**src/design/pse_pkg.sv**
```systemverilog
`default_nettype none

package pse_pkg;

	// Field widths of the point and result items
	localparam int POS_W    = 24;
	localparam int TIME_W   = 32;
	localparam int SPEED_W  = 40;
	localparam int STATUS_W = 2;

	// Internal widths: position difference, its square sum, root and root remainder
	localparam int DIFF_W   = POS_W + 1;
	localparam int RAD_W    = 2 * DIFF_W;
	localparam int DIST_W   = RAD_W / 2;
	localparam int SQ_REM_W = DIST_W + 4;

	// Result status codes
	localparam logic [STATUS_W-1:0] STAT_OK       = 2'd0;
	localparam logic [STATUS_W-1:0] STAT_NO_PRED  = 2'd1;
	localparam logic [STATUS_W-1:0] STAT_ZERO_INT = 2'd2;

	// Saturation limits, compared against a zero-extended 64-bit quotient
	localparam logic [63:0] SAT_POS_LIM = 64'h0000_007F_FFFF_FFFF;
	localparam logic [63:0] SAT_NEG_LIM = 64'h0000_0080_0000_0000;
	localparam logic [SPEED_W-1:0] SPEED_MAX = 40'h7F_FFFF_FFFF;
	localparam logic [SPEED_W-1:0] SPEED_MIN = 40'h80_0000_0000;

	typedef enum logic [2:0] {
		S_IDLE,
		S_MUL_X,
		S_MUL_Y,
		S_SQRT,
		S_DIV_INIT,
		S_DIV,
		S_SAT,
		S_DONE
	} pse_state_t;

	// Step strobes from the sequencer to the datapath
	typedef struct packed {
		logic in_ready;
		logic mul_x;
		logic mul_y;
		logic sqrt_step;
		logic div_init;
		logic div_step;
		logic sat;
		logic out_load;
	} pse_ctrl_t;

endpackage

`default_nettype wire

```
**src/design/pse_in_if.sv**
```systemverilog
`default_nettype none

interface pse_in_if;
	import pse_pkg::*;

	logic                     valid;
	logic                     ready;
	logic signed [POS_W-1:0]  pos_x;
	logic signed [POS_W-1:0]  pos_y;
	logic        [TIME_W-1:0] time_stamp;
	logic                     path_start;

	modport source (output valid, output pos_x, output pos_y, output time_stamp,
		output path_start, input ready);
	modport sink (input valid, input pos_x, input pos_y, input time_stamp,
		input path_start, output ready);
endinterface

`default_nettype wire

```
**src/design/pse_out_if.sv**
```systemverilog
`default_nettype none

interface pse_out_if;
	import pse_pkg::*;

	logic                       valid;
	logic                       ready;
	logic signed [SPEED_W-1:0]  speed;
	logic        [STATUS_W-1:0] status;

	modport source (output valid, output speed, output status, input ready);
	modport sink (input valid, input speed, input status, output ready);
endinterface

`default_nettype wire

```
**src/design/path_speed_estimator_core.sv**
```systemverilog
`default_nettype none

// Channel  Dir  Payload                               Transfer
// point    in   pos_x, pos_y, time_stamp, path_start  valid & ready
// result   out  speed, status                         valid & ready
//
// A point that starts a path, does not move, or moves in a zero interval
// goes straight to the done state and loads its result once the result
// register is free. Any other point runs two multiply steps, then 25 square-root
// steps and 25 + SPEED_FRAC_BITS division steps on one compare-subtract unit.
// point.ready is high only while the sequencer is idle; the result register
// lets the next point in while a finished result waits.
// arst_n clears the sequencer, the stored point flag and the result valid.

module path_speed_estimator_core #(
	parameter int POS_FRAC_BITS   = 8,
	parameter int SPEED_FRAC_BITS = 16
) (
	input  wire logic  clk,
	input  wire logic  arst_n,
	pse_in_if.sink     point,
	pse_out_if.source  result
);
	import pse_pkg::*;

	localparam int DEN_W  = TIME_W + POS_FRAC_BITS;
	localparam int NUM_W  = DIST_W + SPEED_FRAC_BITS;
	localparam int UNIT_W = (DEN_W + 1 > SQ_REM_W) ? DEN_W + 1 : SQ_REM_W;

	pse_ctrl_t ctrl;

	// Stored point
	logic signed [POS_W-1:0]  prev_x_q;
	logic signed [POS_W-1:0]  prev_y_q;
	logic        [TIME_W-1:0] prev_time_q;
	logic                     have_prev_q;

	// Work registers
	logic [DIFF_W-1:0]   adx_q;
	logic [DIFF_W-1:0]   ady_q;
	logic [TIME_W-1:0]   mag_q;
	logic                neg_q;
	logic [RAD_W-1:0]    acc_q;
	logic [DIST_W-1:0]   root_q;
	logic [UNIT_W-1:0]   rem_q;
	logic [NUM_W-1:0]    num_q;
	logic [SPEED_W-1:0]  res_speed_q;
	logic [STATUS_W-1:0] res_status_q;

	// Result register
	logic                out_valid_q;
	logic [SPEED_W-1:0]  out_speed_q;
	logic [STATUS_W-1:0] out_status_q;

	logic                     accept;
	logic signed [DIFF_W-1:0] dx;
	logic signed [DIFF_W-1:0] dy;
	logic [DIFF_W-1:0]        adx;
	logic [DIFF_W-1:0]        ady;
	logic [TIME_W:0]          delta;
	logic [TIME_W-1:0]        mag;
	logic                     no_pred;
	logic                     no_move;
	logic                     zero_int;
	logic                     quick;
	logic                     out_free;

	logic [DIFF_W-1:0]   mul_a;
	logic [RAD_W-1:0]    prod;
	logic [SQ_REM_W-1:0] sq_shift;
	logic [DEN_W:0]      dv_shift;
	logic [DEN_W-1:0]    den;
	logic [UNIT_W-1:0]   unit_a;
	logic [UNIT_W-1:0]   unit_b;
	logic [UNIT_W-1:0]   unit_diff;
	logic                unit_ge;
	logic [63:0]         q64;
	logic [63:0]         q64_neg;

	assign accept   = point.valid && ctrl.in_ready;
	assign out_free = !out_valid_q || result.ready;

	// Classify the point against the stored one
	assign dx       = DIFF_W'(point.pos_x) - DIFF_W'(prev_x_q);
	assign dy       = DIFF_W'(point.pos_y) - DIFF_W'(prev_y_q);
	assign adx      = dx[DIFF_W-1] ? DIFF_W'(-dx) : DIFF_W'(dx);
	assign ady      = dy[DIFF_W-1] ? DIFF_W'(-dy) : DIFF_W'(dy);
	assign delta    = {1'b0, point.time_stamp} - {1'b0, prev_time_q};
	assign mag      = delta[TIME_W] ? TIME_W'(-delta) : delta[TIME_W-1:0];
	assign no_pred  = point.path_start || !have_prev_q;
	assign no_move  = (dx == '0) && (dy == '0);
	assign zero_int = (point.time_stamp == prev_time_q);
	assign quick    = no_pred || no_move || zero_int;

	pse_ctrl #(
		.NUM_W (NUM_W)
	) u_ctrl (
		.clk      (clk),
		.arst_n   (arst_n),
		.start    (accept),
		.quick    (quick),
		.out_free (out_free),
		.ctrl     (ctrl)
	);

	// Squares of the differences share one multiplier
	assign mul_a = ctrl.mul_y ? ady_q : adx_q;
	assign prod  = mul_a * mul_a;

	// Operands of the shared compare-subtract unit
	assign sq_shift = {rem_q[SQ_REM_W-3:0], acc_q[RAD_W-1 -: 2]};
	assign den      = DEN_W'(mag_q) << POS_FRAC_BITS;
	assign dv_shift = {rem_q[DEN_W-1:0], num_q[NUM_W-1]};

	always_comb begin
		if (ctrl.div_step) begin
			unit_a = UNIT_W'(dv_shift);
			unit_b = UNIT_W'(den);
		end else begin
			unit_a = UNIT_W'(sq_shift);
			unit_b = UNIT_W'({root_q, 2'b01});
		end
	end

	pse_cmpsub #(
		.W (UNIT_W)
	) u_unit (
		.a    (unit_a),
		.b    (unit_b),
		.diff (unit_diff),
		.ge   (unit_ge)
	);

	assign q64     = 64'(num_q);
	assign q64_neg = 64'd0 - q64;

	// Stored point: update unless a moving point with a predecessor has a zero interval
	always_ff @(posedge clk or negedge arst_n) begin
		if (!arst_n) begin
			prev_x_q    <= '0;
			prev_y_q    <= '0;
			prev_time_q <= '0;
			have_prev_q <= 1'b0;
		end else if (accept && (no_pred || no_move || !zero_int)) begin
			prev_x_q    <= point.pos_x;
			prev_y_q    <= point.pos_y;
			prev_time_q <= point.time_stamp;
			have_prev_q <= 1'b1;
		end
	end

	// Datapath: latch, square, root, divide, saturate
	always_ff @(posedge clk) begin
		if (accept) begin
			adx_q        <= adx;
			ady_q        <= ady;
			mag_q        <= mag;
			neg_q        <= delta[TIME_W];
			res_speed_q  <= '0;
			if (no_pred) begin
				res_status_q <= STAT_NO_PRED;
			end else if (!no_move && zero_int) begin
				res_status_q <= STAT_ZERO_INT;
			end else begin
				res_status_q <= STAT_OK;
			end
		end
		if (ctrl.mul_x) begin
			acc_q <= prod;
		end
		if (ctrl.mul_y) begin
			acc_q  <= acc_q + prod;
			root_q <= '0;
			rem_q  <= '0;
		end
		if (ctrl.sqrt_step) begin
			acc_q  <= {acc_q[RAD_W-3:0], 2'b00};
			root_q <= {root_q[DIST_W-2:0], unit_ge};
			rem_q  <= unit_ge ? unit_diff : UNIT_W'(sq_shift);
		end
		if (ctrl.div_init) begin
			num_q <= NUM_W'(root_q) << SPEED_FRAC_BITS;
			rem_q <= '0;
		end
		if (ctrl.div_step) begin
			num_q <= {num_q[NUM_W-2:0], unit_ge};
			rem_q <= unit_ge ? unit_diff : UNIT_W'(dv_shift);
		end
		if (ctrl.sat) begin
			if (!neg_q) begin
				res_speed_q <= (q64 > SAT_POS_LIM) ? SPEED_MAX : q64[SPEED_W-1:0];
			end else begin
				res_speed_q <= (q64 > SAT_NEG_LIM) ? SPEED_MIN : q64_neg[SPEED_W-1:0];
			end
		end
	end

	// Result register: hold until taken
	always_ff @(posedge clk or negedge arst_n) begin
		if (!arst_n) begin
			out_valid_q <= 1'b0;
		end else if (ctrl.out_load) begin
			out_valid_q <= 1'b1;
		end else if (result.ready) begin
			out_valid_q <= 1'b0;
		end
	end

	always_ff @(posedge clk) begin
		if (ctrl.out_load) begin
			out_speed_q  <= res_speed_q;
			out_status_q <= res_status_q;
		end
	end

	assign point.ready   = ctrl.in_ready;
	assign result.valid  = out_valid_q;
	assign result.speed  = out_speed_q;
	assign result.status = out_status_q;

	// Checks
	a_busy_after_accept: assert property (@(posedge clk) disable iff (!arst_n)
		accept |=> !point.ready)
		else $error("point taken while previous point still in work");

	a_status_code: assert property (@(posedge clk) disable iff (!arst_n)
		result.valid |-> (result.status == STAT_OK || result.status == STAT_NO_PRED ||
			result.status == STAT_ZERO_INT))
		else $error("result status outside defined codes");

	a_speed_zero_on_special: assert property (@(posedge clk) disable iff (!arst_n)
		result.valid && result.status != STAT_OK |-> result.speed == '0)
		else $error("nonzero speed with special status");

	a_start_stores: assert property (@(posedge clk) disable iff (!arst_n)
		accept && point.path_start |=> have_prev_q)
		else $error("path start point not stored");

	a_no_load_when_full: assert property (@(posedge clk) disable iff (!arst_n)
		ctrl.out_load |-> out_free)
		else $error("result register overwritten before taken");

endmodule

`default_nettype wire

```
**src/design/pse_cmpsub.sv**
```systemverilog
`default_nettype none

module pse_cmpsub #(
	parameter int W = 33
) (
	input  wire logic [W-1:0] a,
	input  wire logic [W-1:0] b,
	output logic      [W-1:0] diff,
	output logic              ge
);
	logic [W:0] wide;

	// Subtract with borrow out; no borrow means a >= b
	assign wide = {1'b0, a} - {1'b0, b};
	assign diff = wide[W-1:0];
	assign ge   = ~wide[W];
endmodule

`default_nettype wire

```
**src/design/pse_ctrl.sv**
```systemverilog
`default_nettype none

module pse_ctrl #(
	parameter int NUM_W = 41
) (
	input  wire logic            clk,
	input  wire logic            arst_n,
	input  wire logic            start,
	input  wire logic            quick,
	input  wire logic            out_free,
	output pse_pkg::pse_ctrl_t   ctrl
);
	import pse_pkg::*;

	localparam int CNT_W = $clog2(NUM_W);

	pse_state_t       state_q;
	pse_state_t       state_nxt;
	logic [CNT_W-1:0] cnt_q;
	logic             last;

	assign last = (cnt_q == '0);

	// Next state
	always_comb begin
		state_nxt = state_q;
		unique case (state_q)
			S_IDLE: begin
				if (start) begin
					state_nxt = quick ? S_DONE : S_MUL_X;
				end
			end
			S_MUL_X:    state_nxt = S_MUL_Y;
			S_MUL_Y:    state_nxt = S_SQRT;
			S_SQRT: begin
				if (last) begin
					state_nxt = S_DIV_INIT;
				end
			end
			S_DIV_INIT: state_nxt = S_DIV;
			S_DIV: begin
				if (last) begin
					state_nxt = S_SAT;
				end
			end
			S_SAT:      state_nxt = S_DONE;
			S_DONE: begin
				if (out_free) begin
					state_nxt = S_IDLE;
				end
			end
			default:    state_nxt = S_IDLE;
		endcase
	end

	// Step strobes
	always_comb begin
		ctrl = '0;
		unique case (state_q)
			S_IDLE:     ctrl.in_ready  = 1'b1;
			S_MUL_X:    ctrl.mul_x     = 1'b1;
			S_MUL_Y:    ctrl.mul_y     = 1'b1;
			S_SQRT:     ctrl.sqrt_step = 1'b1;
			S_DIV_INIT: ctrl.div_init  = 1'b1;
			S_DIV:      ctrl.div_step  = 1'b1;
			S_SAT:      ctrl.sat       = 1'b1;
			S_DONE:     ctrl.out_load  = out_free;
			default:    ctrl = '0;
		endcase
	end

	// Advance state, load and count down the step counter
	always_ff @(posedge clk or negedge arst_n) begin
		if (!arst_n) begin
			state_q <= S_IDLE;
			cnt_q   <= '0;
		end else begin
			state_q <= state_nxt;
			if (state_q == S_MUL_Y) begin
				cnt_q <= CNT_W'(DIST_W - 1);
			end else if (state_q == S_DIV_INIT) begin
				cnt_q <= CNT_W'(NUM_W - 1);
			end else if ((state_q == S_SQRT || state_q == S_DIV) && !last) begin
				cnt_q <= cnt_q - 1'b1;
			end
		end
	end
endmodule

`default_nettype wire
```
**src/flat_wrapper.sv**
```systemverilog
// flat-port wrapper written by rule: the top's interface ports become plain ports
module path_speed_estimator_core_flat import pse_pkg::*;
#(
	parameter int POS_FRAC_BITS   = 8,
	parameter int SPEED_FRAC_BITS = 16
)
  (clk, arst_n, point_valid, point_pos_x, point_pos_y, point_time_stamp, point_path_start, point_ready, result_valid, result_speed, result_status, result_ready);
  pse_in_if point_i ();
  pse_out_if result_i ();
  input  wire logic clk;
  input  wire logic arst_n;
  input wire logic [$bits(point_i.valid)-1:0] point_valid;
  input wire logic [$bits(point_i.pos_x)-1:0] point_pos_x;
  input wire logic [$bits(point_i.pos_y)-1:0] point_pos_y;
  input wire logic [$bits(point_i.time_stamp)-1:0] point_time_stamp;
  input wire logic [$bits(point_i.path_start)-1:0] point_path_start;
  output wire logic [$bits(point_i.ready)-1:0] point_ready;
  output wire logic [$bits(result_i.valid)-1:0] result_valid;
  output wire logic [$bits(result_i.speed)-1:0] result_speed;
  output wire logic [$bits(result_i.status)-1:0] result_status;
  input wire logic [$bits(result_i.ready)-1:0] result_ready;
  assign point_i.valid = point_valid;
  assign point_i.pos_x = point_pos_x;
  assign point_i.pos_y = point_pos_y;
  assign point_i.time_stamp = point_time_stamp;
  assign point_i.path_start = point_path_start;
  assign point_ready = point_i.ready;
  assign result_valid = result_i.valid;
  assign result_speed = result_i.speed;
  assign result_status = result_i.status;
  assign result_i.ready = result_ready;
  path_speed_estimator_core #(.POS_FRAC_BITS(POS_FRAC_BITS), .SPEED_FRAC_BITS(SPEED_FRAC_BITS)) u_core (.clk(clk), .arst_n(arst_n), .point(point_i), .result(result_i));
endmodule
```
**config.mk**
```make
export PLATFORM = sky130hd
export DESIGN_NAME = path_speed_estimator_core_flat
export DESIGN_NICKNAME = d
export VERILOG_FILES = /design/src/design/pse_pkg.sv /design/src/design/pse_in_if.sv /design/src/design/pse_out_if.sv /design/src/design/path_speed_estimator_core.sv /design/src/design/pse_cmpsub.sv /design/src/design/pse_ctrl.sv /design/src/flat_wrapper.sv
export SDC_FILE = /design/constraint.sdc
export NUM_CORES = 2
export LEC_CHECK = 0
export ABC_AREA = 1
export BUFFER_PORTS_ARGS = -buffer_cell sky130_fd_sc_hd__buf_4
export CORE_UTILIZATION = 55
export DETAILED_ROUTE_END_ITERATION = 8
export PLACE_DENSITY = 0.69
export SYNTH_ARGS = -nofsm -noshare
export SYNTH_HDL_FRONTEND = slang
export SYNTH_SLANG_ARGS = --single-unit
```
**constraint.sdc**
```tcl
create_clock -name clk -period 28.4 [get_ports clk]
set_input_delay 5.68 -clock clk [delete_from_list [all_inputs] [get_ports clk]]
set_output_delay 5.68 -clock clk [all_outputs]
set_load 0.005 [all_outputs]
```
==> metrics.csv <==
metric,value,unit
fin crit share,0.441,
Initial Util,0.554,
Final Hold Fails,0,
vias,43000,
Skew-Pair Late Insertion Delay,0.67,ns
WP buf/inv,15,
worst reg-to-reg path cell count,47,
vias per inst,5.41,
"Async S/R FF share, synth",0.220,
Placement Setup Slack,16.10,ns
CORE AREA,89900,sq um
"slowest stage cell, crit path",clkinv_1,
Ys Warns,0,
Synth Area in Adders,0.282,
antenna violations before repair,1,
CTS tree,done,
"area leader, netlist",edfxtp_1,
Syn Area/Cell,7.49,sq um
crit path time final,12.51,ns
cts repair resizes,0,
TritonRoute pass-1 iters,6,
Area after DPL,52000,sq um
FF/Latch Area,12000,sq um
Synth Register Bits,414,
die height,303,um
worst hold path type,reg2reg,
first-pass GRT wire length,222000,um
Sink Count,414,
CP max FO,52,
Post-Synthesis Cells,6651,
post-synth cell types,57,
Routed wire per std cell,17.3,um
"Area growth, synth to finish",7.90,%
overall routed net length,138000,um
CP arrival,12.91,ns
design area,53800,sq um
"Primary FF master, synth",edfxtp_1,
Worst path most repeated cell,inv_1,
GP Congestion,1.00,
CTS Hold Bufs,0,
DRC viols,0,
row count,110,
sequential area share after synthesis,0.240,
"EDFF count, synth",321,
grt total ovfl,0,
pin count of the biggest net entering global routing,89,
"most common cell after layout, fill and taps aside",nand2_1,
IO buf count,128,
Setup Skew,0.0552,ns
final setup TNS,0,ns
vias in the first global route,42100,
multiplexer share of the synthesized area,0,
critical path type,reg2reg,
main combinational cell family by area after synthesis,adder cells,
GRT Total Usage,0.306,
max cap viols,0,
peak supply drop,0.0535,mV
CTS H-tree depth,2,
CTS buffer count,51,
postcts setup bufs,0,
Ant. Diodes,0,
area of the multi-input gates,32100,sq um
cell family with most CP delay,adder cells,
number of nets still failing antenna checks after routing,0,
pwr dens,27.6,nW/um^2
Post-Layout Cell Count,7955,
Clock Tree Buf Depth,3,
Rel. slew slack,0.250,
Fmax,79.9,MHz
share of layout cells above drive strength 1,0.0466,
Leak,0.0267,uW
Synth Area in Compound Gates,0.0948,
Critical Path Sink Type,flop,
Hold Path Cell Cnt,0,
CP Data Required Time,28.80,ns
Synth area leaders,"edfxtp_1, fa_1, nand2_1",
actual slew at the worst max-slew pin,1.12,ns
simple-gate share of the synthesized area,0.232,
Die X,303,um
Pins Over Slew Limit,0,
die area,91800,sq um
most frequent cells in the layout,"nand2_1, inv_1, nor2_1, fa_1, o21ai_0",
"Reg clk slew, reported paths",0.06,ns
CP Launch Type,flop,
Fillers,8546,
Setup WS post-layout,15.89,ns
DR iter-0 viols,3281,
IO Count,129,
root buffer cell,clkbuf_16,
Mapped Nets,7572,
Final HPWL DP,111000,um
final net count,7657,
final setup fails,0,
RSZ-0062 raised after global routing,no,
status,"finished, final reports clean",
Placed Cells,7859,
Levels on crit path,47,
Synth Cell Area,49800,sq um
"slowest stage delay, CP",1.01,ns
Yosys top cell area share,0.193,
Post-Synth XOR/XNOR Area,0.0346,
Design Power,1490,uW
-- report_power, final --
part           internal [uW]       switching [uW]  leakage, uW
registers                652  0.00000000000000431      0.00428
clock network            408                  290     0.000862
logic                   47.5                 87.2       0.0216
-- worst register-to-register path: cells and delay by family, from the launching register on --
family	cells	cell delay, ns
AOI/OAI and AO/OA	6	2.13
xor gates and xnor gates	1	0.18
adders and majority gates	9	4.26
buffers and inverters	15	3.21
DFF	1	0.49
and+or+nand+nor	16	1.98
-- per-stage QoR --
stage | hold slack (ns) | util
6_report | 0.416 | 0.598
5_1_grt | 0.409 | 0.598
4_1_cts | 0.398 | 0.598
3_5_place_dp | 0.405 | 0.578
3_3_place_gp | 0.400 | 0.578
2_1_floorplan | 0.400 | -
-- final timing paths --
check	from	endpoint	slack, ns
worst min register to register	u_core.res_speed_q[26]	u_core.result.speed[26]	0.42
max in group asynchronous	arst_n	u_core.u_ctrl.cnt_q[4]	22.23
min in group asynchronous	arst_n	u_core.prev_y_q[7]	4.96
worst max-delay path	u_core.u_ctrl.state_q[1]	u_core.acc_q[40]	15.89
worst min-delay path	u_core.res_speed_q[26]	u_core.result.speed[26]	0.42
worst max register to register	u_core.u_ctrl.state_q[1]	u_core.acc_q[40]	15.89
-- cells in the mapped netlist (17+ instances only) --
cell type	count
a21o_1	24
a21oi_1	317
a31oi_1	42
buf_2	30
clkbuf_1	79
dfrtp_1	91
edfxtp_1	321
fa_1	478
ha_1	358
inv_1	1345
nand2_1	1537
nand3_1	336
nand3b_1	19
nand4_1	74
nor2_1	739
nor3_1	67
nor4_1	21
o211ai_1	17
o21a_1	17
o21ai_0	373
o21bai_1	26
xnor2_1	69
xor2_1	126
-- sequential cells by signal (all words and copies together), names as in the netlist, 3 cells and up --
| register | count |
|---|---|
| u_core.u_ctrl.state_q | 3 |
| u_core.adx_q | 25 |
| u_core.num_q | 41 |
| u_core.prev_y_q | 24 |
| u_core.root_q | 25 |
| u_core.ady_q | 25 |
| u_core.result.speed | 40 |
| u_core.u_ctrl.cnt_q | 6 |
| u_core.prev_time_q | 32 |
| u_core.prev_x_q | 24 |
| u_core.mag_q | 32 |
| u_core.res_speed_q | 40 |
| u_core.acc_q | 50 |
| u_core.rem_q | 40 |
-- metal layers --
metal / wire length (um) / GRT usage
met1: 61100 / 0.421
met2: 62900 / 0.496
met3: 9420 / 0.0488
met4: 4340 / 0.0940
met5: 7 / 0
-- final cells by class --
| class | instances | share of cell area |
|---|---|---|
| well taps | 1176 | 0.0274 |
| clock buffers | 60 | 0.0250 |
| repair buffers | 176 | 0.0246 |
| multi-input cells | 4726 | 0.597 |
| flip-flops and latches | 414 | 0.222 |
| inverters | 1367 | 0.0955 |
| clock inverters | 36 | 0.00843 |
-- logic make-up (layout without fill, tap and decap cells) --
group	Yosys count	count (layout)
AOI/OAI and AO/OA	865	865
adders and majority gates	836	836
xor gates and xnor gates	196	196
and+or+nand+nor	2829	2829
buffers and inverters	1511	1639
DFF	414	414
(Power assumes the default switching activity.)
